File: src/hdl/atps_pkg.sv
// Package for the altitude triggered pump sequencer.
// Holds word layouts, phase codes, register indexes and reset values.
// No dependencies; every other file of the block imports it.
package atps_pkg;

  // Default width of the time base
  localparam int unsigned TIME_BITS_DEF = 32;

  // Field widths
  localparam int unsigned NOW_W  = 32;
  localparam int unsigned ALT_W  = 17;
  localparam int unsigned PRS_W  = 17;
  localparam int unsigned STEP_W = 16;
  localparam int unsigned TO_W   = 16;
  localparam int unsigned CODE_W = 3;

  // Stream word widths, padded to whole bytes
  localparam int unsigned IN_BITS    = NOW_W + 1 + ALT_W + 1 + PRS_W;
  localparam int unsigned IN_TDATA_W = ((IN_BITS + 7) / 8) * 8;
  localparam int unsigned OUT_BITS   = 1 + 1 + CODE_W + ALT_W;
  localparam int unsigned OUT_TDATA_W = ((OUT_BITS + 7) / 8) * 8;

  // Configuration port
  localparam int unsigned CFG_ADDR_W = 3;
  localparam int unsigned CFG_DATA_W = 17;

  localparam logic [CFG_ADDR_W-1:0] CFG_START_ALT = 3'd0;
  localparam logic [CFG_ADDR_W-1:0] CFG_ALT_STEP  = 3'd1;
  localparam logic [CFG_ADDR_W-1:0] CFG_CUTOFF    = 3'd2;
  localparam logic [CFG_ADDR_W-1:0] CFG_PUMP_TO   = 3'd3;
  localparam logic [CFG_ADDR_W-1:0] CFG_MEAS_TO   = 3'd4;
  localparam logic [CFG_ADDR_W-1:0] CFG_DRAIN_TO  = 3'd5;
  localparam logic [CFG_ADDR_W-1:0] CFG_COOL_TO   = 3'd6;

  // Register reset values
  localparam logic signed [ALT_W-1:0] START_ALT_RST = 17'sd1000;
  localparam logic [STEP_W-1:0]       ALT_STEP_RST  = 16'd100;
  localparam logic [PRS_W-1:0]        CUTOFF_RST    = 17'd90000;
  localparam logic [TO_W-1:0]         PUMP_TO_RST   = 16'd4000;
  localparam logic [TO_W-1:0]         MEAS_TO_RST   = 16'd10000;
  localparam logic [TO_W-1:0]         DRAIN_TO_RST  = 16'd5000;
  localparam logic [TO_W-1:0]         COOL_TO_RST   = 16'd1000;

  // Largest altitude mark
  localparam logic signed [ALT_W-1:0] MARK_MAX = 17'sd65535;

  // Phase codes as seen on the result word
  localparam logic [CODE_W-1:0] PH_IDLE  = 3'd0;
  localparam logic [CODE_W-1:0] PH_PUMP  = 3'd1;
  localparam logic [CODE_W-1:0] PH_MEAS  = 3'd2;
  localparam logic [CODE_W-1:0] PH_DRAIN = 3'd3;
  localparam logic [CODE_W-1:0] PH_COOL  = 3'd4;

  // One-hot phase state
  typedef enum logic [4:0] {
    ST_IDLE  = 5'b00001,
    ST_PUMP  = 5'b00010,
    ST_MEAS  = 5'b00100,
    ST_DRAIN = 5'b01000,
    ST_COOL  = 5'b10000
  } phase_e;

  // Configuration registers
  typedef struct packed {
    logic signed [ALT_W-1:0] start_alt;
    logic [STEP_W-1:0]       alt_step;
    logic [PRS_W-1:0]        cutoff;
    logic [TO_W-1:0]         pump_to;
    logic [TO_W-1:0]         meas_to;
    logic [TO_W-1:0]         drain_to;
    logic [TO_W-1:0]         cool_to;
  } cfg_t;

  // One poll tick
  typedef struct packed {
    logic [PRS_W-1:0]        pressure_pa;
    logic                    pressure_valid;
    logic signed [ALT_W-1:0] altitude_m;
    logic                    altitude_valid;
    logic [NOW_W-1:0]        now_ms;
  } tick_t;

  // One result word
  typedef struct packed {
    logic signed [ALT_W-1:0] altitude_mark;
    logic [CODE_W-1:0]       phase;
    logic                    valve_open;
    logic                    pump_on;
  } res_t;

  // One-hot state to result code
  function automatic logic [CODE_W-1:0] phase_code(input phase_e st);
    logic [CODE_W-1:0] c;
    case (st)
      ST_IDLE:  c = PH_IDLE;
      ST_PUMP:  c = PH_PUMP;
      ST_MEAS:  c = PH_MEAS;
      ST_DRAIN: c = PH_DRAIN;
      ST_COOL:  c = PH_COOL;
      default:  c = PH_IDLE;
    endcase
    return c;
  endfunction

endpackage

File: src/hdl/atps_cfg.sv
// Configuration register bank of the pump sequencer.
// Depends on atps_pkg for register indexes, widths and reset values.
module atps_cfg (
  input  logic                               clk_i,
  input  logic                               rst_ni,
  input  logic                               cfg_we_i,
  input  logic [atps_pkg::CFG_ADDR_W-1:0]    cfg_addr_i,
  input  logic [atps_pkg::CFG_DATA_W-1:0]    cfg_wdata_i,
  output atps_pkg::cfg_t                     cfg_o,
  output logic                               mark_load_o
);
  import atps_pkg::*;

  cfg_t cfg_q, cfg_d;
  logic mark_load_q, mark_load_d;

  // Decode one write
  always_comb begin
    cfg_d = cfg_q;
    if (cfg_we_i) begin
      case (cfg_addr_i)
        CFG_START_ALT: cfg_d.start_alt = cfg_wdata_i[ALT_W-1:0];
        CFG_ALT_STEP:  cfg_d.alt_step  = cfg_wdata_i[STEP_W-1:0];
        CFG_CUTOFF:    cfg_d.cutoff    = cfg_wdata_i[PRS_W-1:0];
        CFG_PUMP_TO:   cfg_d.pump_to   = cfg_wdata_i[TO_W-1:0];
        CFG_MEAS_TO:   cfg_d.meas_to   = cfg_wdata_i[TO_W-1:0];
        CFG_DRAIN_TO:  cfg_d.drain_to  = cfg_wdata_i[TO_W-1:0];
        CFG_COOL_TO:   cfg_d.cool_to   = cfg_wdata_i[TO_W-1:0];
        default:       cfg_d = cfg_q;
      endcase
    end
  end

  // A new start altitude also reloads the mark; the load strobe is registered
  // so that the mark takes the value just written
  assign mark_load_d = cfg_we_i && (cfg_addr_i == CFG_START_ALT);

  always_ff @(posedge clk_i or negedge rst_ni) begin
    if (!rst_ni) begin
      cfg_q.start_alt <= START_ALT_RST;
      cfg_q.alt_step  <= ALT_STEP_RST;
      cfg_q.cutoff    <= CUTOFF_RST;
      cfg_q.pump_to   <= PUMP_TO_RST;
      cfg_q.meas_to   <= MEAS_TO_RST;
      cfg_q.drain_to  <= DRAIN_TO_RST;
      cfg_q.cool_to   <= COOL_TO_RST;
      mark_load_q     <= 1'b0;
    end else begin
      cfg_q       <= cfg_d;
      mark_load_q <= mark_load_d;
    end
  end

  assign mark_load_o = mark_load_q;
  assign cfg_o       = cfg_q;

endmodule

File: src/hdl/atps_fsm.sv
// Phase sequencer state and combinational tick update.
// Depends on atps_pkg for the tick, result and config types.
module atps_fsm #(
  parameter int unsigned TIME_BITS = atps_pkg::TIME_BITS_DEF
) (
  input  logic                                 clk_i,
  input  logic                                 rst_ni,
  input  logic                                 step_i,
  input  atps_pkg::tick_t                      tick_i,
  input  atps_pkg::cfg_t                       cfg_i,
  input  logic                                 mark_load_i,
  output atps_pkg::res_t                       res_o
);
  import atps_pkg::*;

  phase_e                  phase_q, phase_d, ph_mid;
  logic signed [ALT_W-1:0] mark_q, mark_d;
  logic [TIME_BITS-1:0]    start_q, start_d;
  logic [PRS_W-1:0]        held_q, held_d;
  logic                    pend_q, pend_d;
  logic                    pump_q, pump_d;
  logic                    valve_q, valve_d;

  logic [TIME_BITS-1:0]    now_t;
  logic [TIME_BITS-1:0]    diff;
  logic [TO_W-1:0]         limit;
  logic                    expired;
  logic                    crossed;
  logic signed [ALT_W:0]   mark_sum;

  // Elapsed time in the current phase, against that phase's timeout
  assign now_t = TIME_BITS'(tick_i.now_ms);
  assign diff  = now_t - start_q;

  always_comb begin
    case (phase_q)
      ST_PUMP:  limit = cfg_i.pump_to;
      ST_MEAS:  limit = cfg_i.meas_to;
      ST_DRAIN: limit = cfg_i.drain_to;
      ST_COOL:  limit = cfg_i.cool_to;
      default:  limit = '0;
    endcase
  end

  assign expired = diff > TIME_BITS'(limit);

  // Mark advance, saturating at the top
  assign mark_sum = {mark_q[ALT_W-1], mark_q} + $signed({2'b00, cfg_i.alt_step});
  assign crossed  = tick_i.altitude_valid && (tick_i.altitude_m > mark_q);

  // Tick update
  always_comb begin
    ph_mid  = phase_q;
    start_d = start_q;
    pump_d  = pump_q;
    valve_d = valve_q;
    mark_d  = mark_q;
    held_d  = held_q;
    pend_d  = pend_q;

    // Latch a fresh pressure sample first
    if (tick_i.pressure_valid) begin
      held_d = tick_i.pressure_pa;
      pend_d = 1'b1;
    end

    case (phase_q)
      ST_IDLE: begin
      end
      ST_PUMP: begin
        if ((pend_d && (held_d >= cfg_i.cutoff)) || expired) begin
          ph_mid  = ST_MEAS;
          pump_d  = 1'b0;
          start_d = now_t;
        end
        pend_d = 1'b0;
      end
      ST_MEAS: begin
        if (expired) begin
          ph_mid  = ST_DRAIN;
          pump_d  = 1'b1;
          valve_d = 1'b1;
          start_d = now_t;
        end
      end
      ST_DRAIN: begin
        if (expired) begin
          ph_mid  = ST_COOL;
          pump_d  = 1'b0;
          valve_d = 1'b1;
          start_d = now_t;
        end
      end
      ST_COOL: begin
        if (expired) begin
          ph_mid  = ST_IDLE;
          pump_d  = 1'b0;
          valve_d = 1'b1;
        end
      end
      default: begin
        ph_mid  = ST_IDLE;
        pump_d  = 1'b0;
        valve_d = 1'b1;
      end
    endcase

    // Altitude is checked last: may restart from a fresh idle
    phase_d = ph_mid;
    if (crossed) begin
      if (ph_mid == ST_IDLE) begin
        phase_d = ST_PUMP;
        pump_d  = 1'b1;
        valve_d = 1'b0;
        start_d = now_t;
      end
      if (!mark_sum[ALT_W] && mark_sum[ALT_W-1]) begin
        mark_d = MARK_MAX;
      end else begin
        mark_d = mark_sum[ALT_W-1:0];
      end
    end
  end

  // State registers
  always_ff @(posedge clk_i or negedge rst_ni) begin
    if (!rst_ni) begin
      phase_q <= ST_IDLE;
      mark_q  <= START_ALT_RST;
      start_q <= '0;
      held_q  <= '0;
      pend_q  <= 1'b0;
      pump_q  <= 1'b0;
      valve_q <= 1'b1;
    end else if (mark_load_i) begin
      mark_q  <= cfg_i.start_alt;
    end else if (step_i) begin
      phase_q <= phase_d;
      mark_q  <= mark_d;
      start_q <= start_d;
      held_q  <= held_d;
      pend_q  <= pend_d;
      pump_q  <= pump_d;
      valve_q <= valve_d;
    end
  end

  // Result after the update, for the output register
  assign res_o.pump_on       = pump_d;
  assign res_o.valve_open    = valve_d;
  assign res_o.phase         = phase_code(phase_d);
  assign res_o.altitude_mark = mark_d;

endmodule

File: src/hdl/altitude_triggered_pump_sequencer.sv
// Altitude triggered pump sequencer, top level.
// Each input word is one poll tick (time, optional altitude, optional pressure).
// The block runs idle, pumping, measuring, draining and cooldown and returns
// one result word per tick: pump drive, valve drive, phase and altitude mark.
// Channels: s_axis input ticks, m_axis results, plus a write-only register
// port (cfg_we_i, cfg_addr_i, cfg_wdata_i) written while no tick is in flight.
// A tick taken waits in the input register; its result is registered in the
// result register. Throughput: one tick per cycle while results are taken;
// the phase update is combinational compare and add logic between the two.
// A tick waits in the input register while the result register is full and
// not taken, so a stalled receiver holds back at most two words before
// s_axis_tready drops. Data never drops or repeats.
// Reset (rst_ni, async, active low): registers return to their defaults,
// the phase to idle with pump off and valve open, and the mark to 1000 m.
// Depends on atps_pkg, atps_cfg and atps_fsm.
module altitude_triggered_pump_sequencer #(
  parameter int unsigned TIME_BITS = atps_pkg::TIME_BITS_DEF
) (
  input  logic                                clk_i,
  input  logic                                rst_ni,
  // now_ms[31:0], altitude_valid[32], altitude_m[49:33],
  // pressure_valid[50], pressure_pa[67:51], zero pad to 72
  input  logic [atps_pkg::IN_TDATA_W-1:0]     s_axis_tdata,
  input  logic                                s_axis_tvalid,
  output logic                                s_axis_tready,
  // pump_on[0], valve_open[1], phase[4:2], altitude_mark[21:5], zero pad to 24
  output logic [atps_pkg::OUT_TDATA_W-1:0]    m_axis_tdata,
  output logic                                m_axis_tvalid,
  input  logic                                m_axis_tready,
  input  logic                                cfg_we_i,
  input  logic [atps_pkg::CFG_ADDR_W-1:0]     cfg_addr_i,
  input  logic [atps_pkg::CFG_DATA_W-1:0]     cfg_wdata_i
);
  import atps_pkg::*;

  cfg_t  cfg;
  logic  mark_load;
  tick_t in_q;
  logic  in_valid_q;
  res_t  res;
  res_t  out_q;
  logic  out_valid_q;
  logic  adv;
  logic  step;

  // Pipeline advances when the result register is free or being taken
  assign adv           = !out_valid_q || m_axis_tready;
  assign step          = in_valid_q && adv;
  assign s_axis_tready = !in_valid_q || adv;

  // Input register
  always_ff @(posedge clk_i or negedge rst_ni) begin
    if (!rst_ni) begin
      in_valid_q <= 1'b0;
    end else if (s_axis_tready) begin
      in_valid_q <= s_axis_tvalid;
    end
  end

  always_ff @(posedge clk_i) begin
    if (s_axis_tvalid && s_axis_tready) begin
      in_q <= s_axis_tdata[IN_BITS-1:0];
    end
  end

  atps_cfg u_cfg (
    .clk_i       (clk_i),
    .rst_ni      (rst_ni),
    .cfg_we_i    (cfg_we_i),
    .cfg_addr_i  (cfg_addr_i),
    .cfg_wdata_i (cfg_wdata_i),
    .cfg_o       (cfg),
    .mark_load_o (mark_load)
  );

  atps_fsm #(
    .TIME_BITS (TIME_BITS)
  ) u_fsm (
    .clk_i       (clk_i),
    .rst_ni      (rst_ni),
    .step_i      (step),
    .tick_i      (in_q),
    .cfg_i       (cfg),
    .mark_load_i (mark_load),
    .res_o       (res)
  );

  // Result register
  always_ff @(posedge clk_i or negedge rst_ni) begin
    if (!rst_ni) begin
      out_valid_q <= 1'b0;
    end else if (adv) begin
      out_valid_q <= in_valid_q;
    end
  end

  always_ff @(posedge clk_i) begin
    if (step) begin
      out_q <= res;
    end
  end

  assign m_axis_tvalid = out_valid_q;
  assign m_axis_tdata  = OUT_TDATA_W'(out_q);

endmodule

File: config.mk
export PLATFORM = sky130hd
export DESIGN_NAME = altitude_triggered_pump_sequencer
export DESIGN_NICKNAME = d
export VERILOG_FILES = /design/src/hdl/atps_pkg.sv /design/src/hdl/atps_cfg.sv /design/src/hdl/atps_fsm.sv /design/src/hdl/altitude_triggered_pump_sequencer.sv
export SDC_FILE = /design/constraint.sdc
export NUM_CORES = 1
export LEC_CHECK = 0
export BUFFER_PORTS_ARGS = -buffer_cell sky130_fd_sc_hd__clkbuf_2
export CAP_MARGIN = 25
export CELL_PAD_IN_SITES_DETAIL_PLACEMENT = 1
export CELL_PAD_IN_SITES_GLOBAL_PLACEMENT = 1
export CORE_MARGIN = 5
export CORE_UTILIZATION = 25
export DETAILED_ROUTE_END_ITERATION = 16
export PLACE_DENSITY_LB_ADDON = 0.1
export SETUP_SLACK_MARGIN = 0.15
export SYNTH_ARGS = -nofsm -noshare
export SYNTH_HDL_FRONTEND = slang
export SYNTH_SLANG_ARGS = --single-unit
File: constraint.sdc
create_clock -name clk_i -period 8 [get_ports clk_i]
set_input_delay 1.2 -clock clk_i [delete_from_list [all_inputs] [get_ports clk_i]]
set_output_delay 1.2 -clock clk_i [all_outputs]
set_load 0.02 [all_outputs]
# Word-level counts from Yosys, hierarchy flattened
# Cells that the tools add are included.
# word_totals
reg_bits	281
output_inout_bits	26
in_bits	97
# classes
n_eq_ne	16
addsub	2
reduce_logical	26
order_cmp	3
muxes	31
bitwise_logic	1
# op_table
op	count
$mux 32	4
$mux 17	5
$pmux 16 s4	1
$pmux 32 s2	1
$gt 32x16->1	1
$sub 32x32->32	1
$mux 5	6
$pmux 5 s5	1
$add 17x17->18	1
$ge 17x17->1	1
$gt 17x17->1	1
$reduce_and 2->1	8
$pmux 3 s4	1
$eq 5x1->1 const B	2
$eq 5x2->1 const B	2
$eq 5x3->1 const B	2
$eq 5x4->1 const B	2
$eq 5x5->1 const B	2
$mux 1	10
$eq 3x3->1 const B	3
$eq 3x2->1 const B	2
$logic_and 1x1->1	6
$reduce_or 2->1	3
$pmux 1 s4	1
8 further kinds	12

# Longest topological paths before layout
# Gate-level depths: netlist of the first run.
# depth
word_depth	11
ltp_mapped	23

# Cells and area by module
# From an unflattened synthesis of the first run, not the netlist that was laid out.
# unflattened
hier_cells	1323
hier_area_um2	15433.6
# modules_own_cells
mod	cells_per_inst	area_each_um2	seq_area_each_um2	n_inst
atps_fsm	972	8171.6	1861.8	1
atps_cfg	250	4436.8	2927.8	1
altitude_triggered_pump_sequencer	101	2825.2	2752.6	1

# Worst setup path before layout of the first run
# No wires, ideal clock.
# synth_timing
path_kind	reg2reg
from	register in_q[0] (netlist name)
to	register u_fsm.start_q[10]
stages_incl_launch_ff	24
period_less_slack_ps	4558
path_buffers	2
arrival_time_ps	4433
required_ps	7875
slack_ps	3442
path_cell_list	edfxtp_1 > inv_1 > ha_1 > inv_1 > fa_1 > a211oi_2 > o21ai_1 > a21oi_1 > nor3_1 > or2_2 > xor2_1 > ha_1 > nand4_1 > or2_2 > a2bb2oi_1 > and2_0 > a211oi_1 > nand4_1 > nor4_2 > and3_1 > buf_4 > a221oi_4 > buf_6 > mux2_4
# synth_via
elab_chain_len	8
word_cells_on_any_way	14
# synth_lines
item	line_no	source
from (decl)	altitude_triggered_pump_sequencer.sv:38	tick_t in_q;
from (signal assigned)	altitude_triggered_pump_sequencer.sv:62	in_q <= s_axis_tdata[IN_BITS-1:0];
$sub 32x32->32 (*)	atps_fsm.sv:33	assign diff = now_t - start_q;
$gt 32x16->1 (*)	atps_fsm.sv:45	assign expired = diff > TIME_BITS'(limit);
$logic_or 1x1->1	atps_fsm.sv:71	if ((pend_d && (held_d >= cfg_i.cutoff)) || expired) begin
$mux 5	atps_fsm.sv:71	
$pmux 5 s5	atps_fsm.sv:67	case (phase_q)
$eq 5x1->1	atps_fsm.sv:111	if (ph_mid == ST_IDLE) begin
$mux 32	atps_fsm.sv:111	
$mux 32 (*)	atps_fsm.sv:110	if (crossed) begin
to (signal assigned)	atps_fsm.sv:140	start_q <= start_d;
to (decl)	atps_fsm.sv:18	logic [TIME_BITS-1:0] start_q, start_d;
# Every way passes the cells marked *; elsewhere a longest branch is shown, timed or not.
# A chain may end at the register's enable or synchronous reset.

# Worst setup path in the final report of the first run
# layout_timing
from	register in_q[1] (netlist name)
to	register u_fsm.start_q[29]
# Same word-level chain as after synthesis.

==> results of run 1 <==
-- placed cells by master (no fill, tap or decap), types with 14 or more instances in the layout --
cell	n
nand4_1	15
nand2b_1	18
a21oi_1	66
mux2_4	30
xnor2_1	21
a221oi_1	16
dfstp_2	48
clkbuf_2	115
ha_1	97
a211oi_1	14
a21o_1	26
nand2_1	123
inv_1	86
buf_4	22
clkbuf_16	40
a22o_1	16
o21ai_0	63
a221o_1	15
dfrtp_1	143
nor2_1	44
edfxtp_1	90
mux2_2	118
nand3_1	18
nor3_1	30
-- area by class of cell --
class,count,area [µm²],share of cell area [%]
Sequential cell,281,7542,41.72
Multi-Input combinational cell,919,7219,39.94
Clock buffer,53,1100,6.084
Tap cell,782,978.4,5.413
Timing Repair Buffer,138,754.5,4.174
Inverter,88,330.3,1.827
Clock inverter,15,151.4,0.8375
-- state kept, by name, indices dropped and copies added, names as in the netlist, 5 cells and up --
| signal | count |
|---|---|
| u_fsm.start_q | 32 |
| u_fsm.mark_q | 17 |
| m_axis_tdata | 22 |
| u_fsm.held_q | 17 |
| u_fsm.phase_q | 5 |
| u_cfg.cfg_o | 114 |
| in_q | 68 |
-- cell families after synthesis --
| logic type | Yosys count | synth area share, % |
|---|---|---|
| and+or+nand+nor | 318 | 10.26 |
| adders and majority gates | 99 | 8.203 |
| other | 1 | 0.02454 |
| DFF | 281 | 49.35 |
| xor gates and xnor gates | 30 | 1.719 |
| buffers and inverters | 146 | 3.856 |
| muxes | 151 | 11.85 |
| AOI/OAI and AO/OA | 319 | 14.74 |
-- path summary, 6_finish.rpt --
kind | start | endpoint | slack (ns)
min | u_fsm.held_q[16] | u_fsm.held_q[16] | 0.48
max | in_q[1] | u_fsm.start_q[29] | 2.30
max in group asynchronous | rst_ni | u_fsm.held_q[7] | 5.99
min reg2reg | u_fsm.held_q[16] | u_fsm.held_q[16] | 0.48
min in group asynchronous | rst_ni | u_fsm.start_q[11] | 0.63
max reg2reg | in_q[1] | u_fsm.start_q[29] | 2.30
-- metrics by stage --
step / area (µm²) / worst slack [ns] / std cells / hold WS [ns]
after floorplan: 15290 / 3.442 / 1346 / 0.4418
after global placement: 16820 / 2.343 / 2208 / 0.4531
after detailed placement: 16820 / 2.286 / 2208 / 0.4630
after CTS: 18080 / 2.239 / 2276 / 0.4786
after global routing: 18080 / 1.857 / 2276 / 0.4995
final: 18080 / 2.296 / 2276 / 0.4755
-- power by group --
| group | internal (W) | switching (W) |
|---|---|---|
| clock network | 0.00100 | 0.000691 |
| registers | 0.00191 | 0.000209 |
| logic | 0.00123 | 0.00167 |
-- worst max-delay path: stages (launching register included) --
cell and delay [ns]:
edfxtp_1 0.44, ha_1 0.31, nor2b_1 0.16, o31ai_1 0.54, a211o_1 0.27, nand2_1 0.10
a21o_1 0.19, a21oi_1 0.17, xnor2_1 0.12, ha_1 0.34, nand4_1 0.13, or2_2 0.31
a2bb2oi_1 0.13, and2_0 0.17, a211oi_1 0.25, nand4_1 0.14, nor4_2 0.41, and3_1 0.45
a221oi_4 0.18, buf_4 0.35, mux2_4 0.36
-- layer usage --
metal,up-vias,wire (µm)
met5,-,0
met2,139,21640
met4,0,1076
met3,57,1779
met1,5540,21740
li1,5216,-
==> results.toml, run 1 <==
[timing]
fin_tns_setup_ns = 0
tightest_slew_ns = 0.9351
max_clock_freq_ghz = 0.1753
post-route-period-util_pct = 71.30
slew-limit-headroom_pct = 37.66
skew_ns = 0.03608
finalHoldViolCount = 0
drv_slew = 0
layout_min_cycle_time_ns = 5.704
finalSetupViolCount = 0
rsz0062_at_grt = "false"

[routing]
routed_wl_um = 46230
first_pass_iters = 6
drt_iter0_drc = 432
wl_per_cell_um = 20.31
drc = 0
final_antenna_net_count = 0
vias_per_cell = 4.812
route.vias.total = 10950

[power]
ir_worst_vdd_uv = 147.0
power.density_nw_per_um2 = 371.6
leakagePower_nw = 7.669
total_power_w = 0.006716

[finish]
syn2layout_area_growth_pct = 18.27
num-fill-cells = 6652
utilization_pct = 29.89
diodes = 0
drive_gt1_share_pct = 27.78
layout.nets = 1661

[clocking]
htree_levels = 2
cts_tree = "built"
cts-resized-gates = 0
cts_hold_buf = 0
post_cts_buffers = 0
numCtsBuffers = 37
cts.sinks = 281
clockRootBuffer = "clkbuf_16"
clk_latency_ns = 0.57
clock_path_buffers = 3
path_clk_slew_ns = 0.06

[floorplan]
rows = 90
coreArea_um2 = 60470
die_area_um2 = 66180
ios = 123
die_w_um = 257.3
initial_core_util_pct = 25.27
die_y_um = 257.3

[worst_setup_path]
cp_max_fo = 28
crit_path_end_kind = "flip-flop"
crit_arrival_ns = 6.13
crit_required_ns = 8.42
ff2ff_path_depth = 20
path_class = "reg2reg"
critPathLaunchType = "flip-flop"

[global_route]
grt_pass1_wl_um = 72100
antenna_found_initial = 1
grt_remaining_overflow = 0
grt_max_degree = 69
met1_usage_pct = 18.78
grt.total_usage_pct = 13.82
grt.busiest_layer = "met2"
grt_pass1_vias = 12030
met2_usage_pct = 22.74
grtUsageMet3_pct = 2.510

[logic_synthesis]
synth.most_common_cell = "dfrtp_1"
yosys-top-cells-area = "dfrtp_1, edfxtp_1, mux2_2"
yosys.area.top_type_share_pct = 23.41
async_reset_ff_share_pct = 67.97
yosysSeqAreaShare_pct = 49.35
yosys.area.top_type = "dfrtp_1"
synth_edf_count = 90
syn_inst = 1345
syn_area_per_cell_um2 = 11.36
synthDistinctLibCells = 83
synth_common_cells = "dfrtp_1, nand2_1, mux2_2"
ys.flop_type = "dfrtp_1"
yosys_warnings = 0
synth_area_um2 = 15280
ys_seq_elements = 281

[placement]
dp_hpwl_um = 33260
port_buffers = 116
finalWeightedCongestion = 0.7755

[job]
max_cap_viol_count = 0

[min_path]
hold_path_depth = 2
holdCritPathClass = "reg2reg"

[run_status]
status = "finished, final reports clean"
Power figures use the tool's default switching activity.
==> run 2: changes to the inputs <==
==> constraint.sdc (replaced) <==
create_clock -name clk_i -period 5.7 [get_ports clk_i]
set_input_delay 0.855 -clock clk_i [delete_from_list [all_inputs] [get_ports clk_i]]
set_output_delay 0.855 -clock clk_i [all_outputs]
set_load 0.02 [all_outputs]
==> results.toml, run 2 (synthesis results as in run 1) <==
[run_status]
status = "finished, final reports clean"

[power]
leakagePower_nw = 7.703
ir_worst_vdd_uv = 194.6
power.density_nw_per_um2 = 521.8

[worst_setup_path]
r2r_start = "in_q[0]"
critPathLaunch = "in_q[0]"
crit_required_ns = 6.14
cp_max_fo = 30
path_class = "reg2reg"
crit_arrival_ns = 5.64
path_buf_inv = 3
crit_path_end_kind = "flip-flop"
crit_family = "simple AND/OR/NAND/NOR gates"
slowest_stage = "fa_1"
cp_slowest_stage_delay_ns = 0.43
worstPathCellList = "inv_1 -> ha_1 -> inv_1 -> fa_1 -> a211oi_2 -> o21ai_1 -> a21oi_1 -> nor3_1 -> or2_2 -> xor2_1 -> ha_1 -> nand4_1 -> or2_2 -> a2bb2oi_1 -> and2_0 -> a211oi_1 -> nand4_1 -> nor4_4 -> and3_2 -> a221oi_4 -> buf_12 -> mux2_4"
critPathLaunchType = "flip-flop"

[timing]
rsz0062_at_grt = "false"
fin_tns_setup_ns = 0
finalSetupViolCount = 0
finalHoldViolCount = 0
post-route-period-util_pct = 91.31
max_clock_freq_ghz = 0.1921
slew-limit-headroom_pct = 41.94
timing.final.ws_setup_ns = 0.4956
layout_min_cycle_time_ns = 5.204
drv_slew = 0
skew_ns = 0.03291
tightest_slew_ns = 0.8650

[clocking]
clockRootBuffer = "clkbuf_16"
cts_hold_buf = 0
numCtsBuffers = 37
clock_path_buffers = 3
cts.sinks = 281
path_clk_slew_ns = 0.06
htree_levels = 2
clk_latency_ns = 0.57
cts_tree = "built"

[global_route]
grt_pass1_wl_um = 71880
grt_remaining_overflow = 0
antenna_found_initial = 1
grt_pass1_vias = 11960
grt_max_degree = 107
grt.total_usage_pct = 13.78

[min_path]
holdCritPathClass = "in2async"

[finish]
final_common_cell = "dfrtp_1"
final_cell_mix = "dfrtp_1, nand2_1, mux2_2"
instances_no_fill = 2283
syn2layout_area_growth_pct = 18.85
layout.nets = 1668
largest_register_ffs = 114
drive_gt1_share_pct = 27.91
diodes = 0

[job]
max_cap_viol_count = 0

[placement]
dp_slack_ns = 0.3730
placed_cells = 2213
dp_hpwl_um = 33180
port_buffers = 116
finalWeightedCongestion = 0.7921

[floorplan]
coreArea_um2 = 60470
die_area_um2 = 66180
initial_core_util_pct = 25.27
die_y_um = 257.3
die_w_um = 257.3
ios = 123
rows = 90

[routing]
first_pass_iters = 6
route.vias.total = 10950
routed_wl_um = 46020
vias_per_cell = 4.795
drt_iter0_drc = 419
final_antenna_net_count = 0
wl_per_cell_um = 20.16
drc = 0
run 2: through the flow:
stage	instance area (µm²)	util (%)	total power [W]	hold WS, ns
CTS	18120	29.97	0.009647	0.3821
finish	18160	30.04	0.009478	0.3745
detailed placement	16880	27.92	0.007159	0.4652
global route	18160	30.04	0.01024	0.4154
floorplan	15290	-	0.005904	0.4418
global placement	16880	27.92	0.007080	0.4530
run 2: area by class of cell:
type	instances	area, µm²
fillers	6586	42310
flip-flops and latches	281	7542
clock inverters	15	203.9
well taps	782	978.4
inverters	88	330.3
repair buffers	145	844.6
clock buffers	53	1036
multi-input cells	919	7228
run 2: timing repair:
action,in CTS,in global routing
gates resized for setup,0,3
endpoints found under the setup margin,0,32
setup buffers,0,1
endpoints found under the hold margin,0,0
run 2: worst register-to-register path, cell delays in order, from the launching register on:
cell       delay, ns
edfxtp_1        0.38
inv_1           0.07
ha_1            0.16
inv_1           0.05
fa_1            0.43
a211oi_2        0.26
o21ai_1         0.17
a21oi_1         0.24
nor3_1          0.06
or2_2           0.28
xor2_1          0.16
ha_1            0.34
nand4_1         0.11
or2_2           0.31
a2bb2oi_1       0.13
and2_0          0.18
a211oi_1        0.22
nand4_1         0.17
nor4_4          0.34
and3_2          0.30
a221oi_4        0.12
buf_12          0.22
mux2_4          0.39
run 2: power breakdown:
part / total [W] / internal, W / switching (W) / leakage [nW]
sequential: 0.00298 / 0.00268 / 0.000299 / 3.09
combinational: 0.00412 / 0.00175 / 0.00236 / 4.02
clock: 0.00238 / 0.00142 / 0.000961 / 0.592
run 2: final timing paths:
kind,endpoint,slack (ns),cells after the start
max in group asynchronous,u_cfg.cfg_o[35],4.23,2
min,u_fsm.start_q[9],0.37,1
max,u_fsm.start_q[27],0.50,22
min reg2reg,u_fsm.held_q[7],0.48,2
max reg2reg,u_fsm.start_q[27],0.50,22
min in group clk_i,in_q[64],0.45,1
run 2: per-layer routing:
layer / up-vias / part of all wire (%) / track usage, %
li1: 5243 / - / -
met1: 5525 / 47 / 18.50
met2: 133 / 48 / 23.43
met3: 47 / 3.3 / 2.245
met4: 0 / 1.6 / 3.146
met5: - / 0 / 0
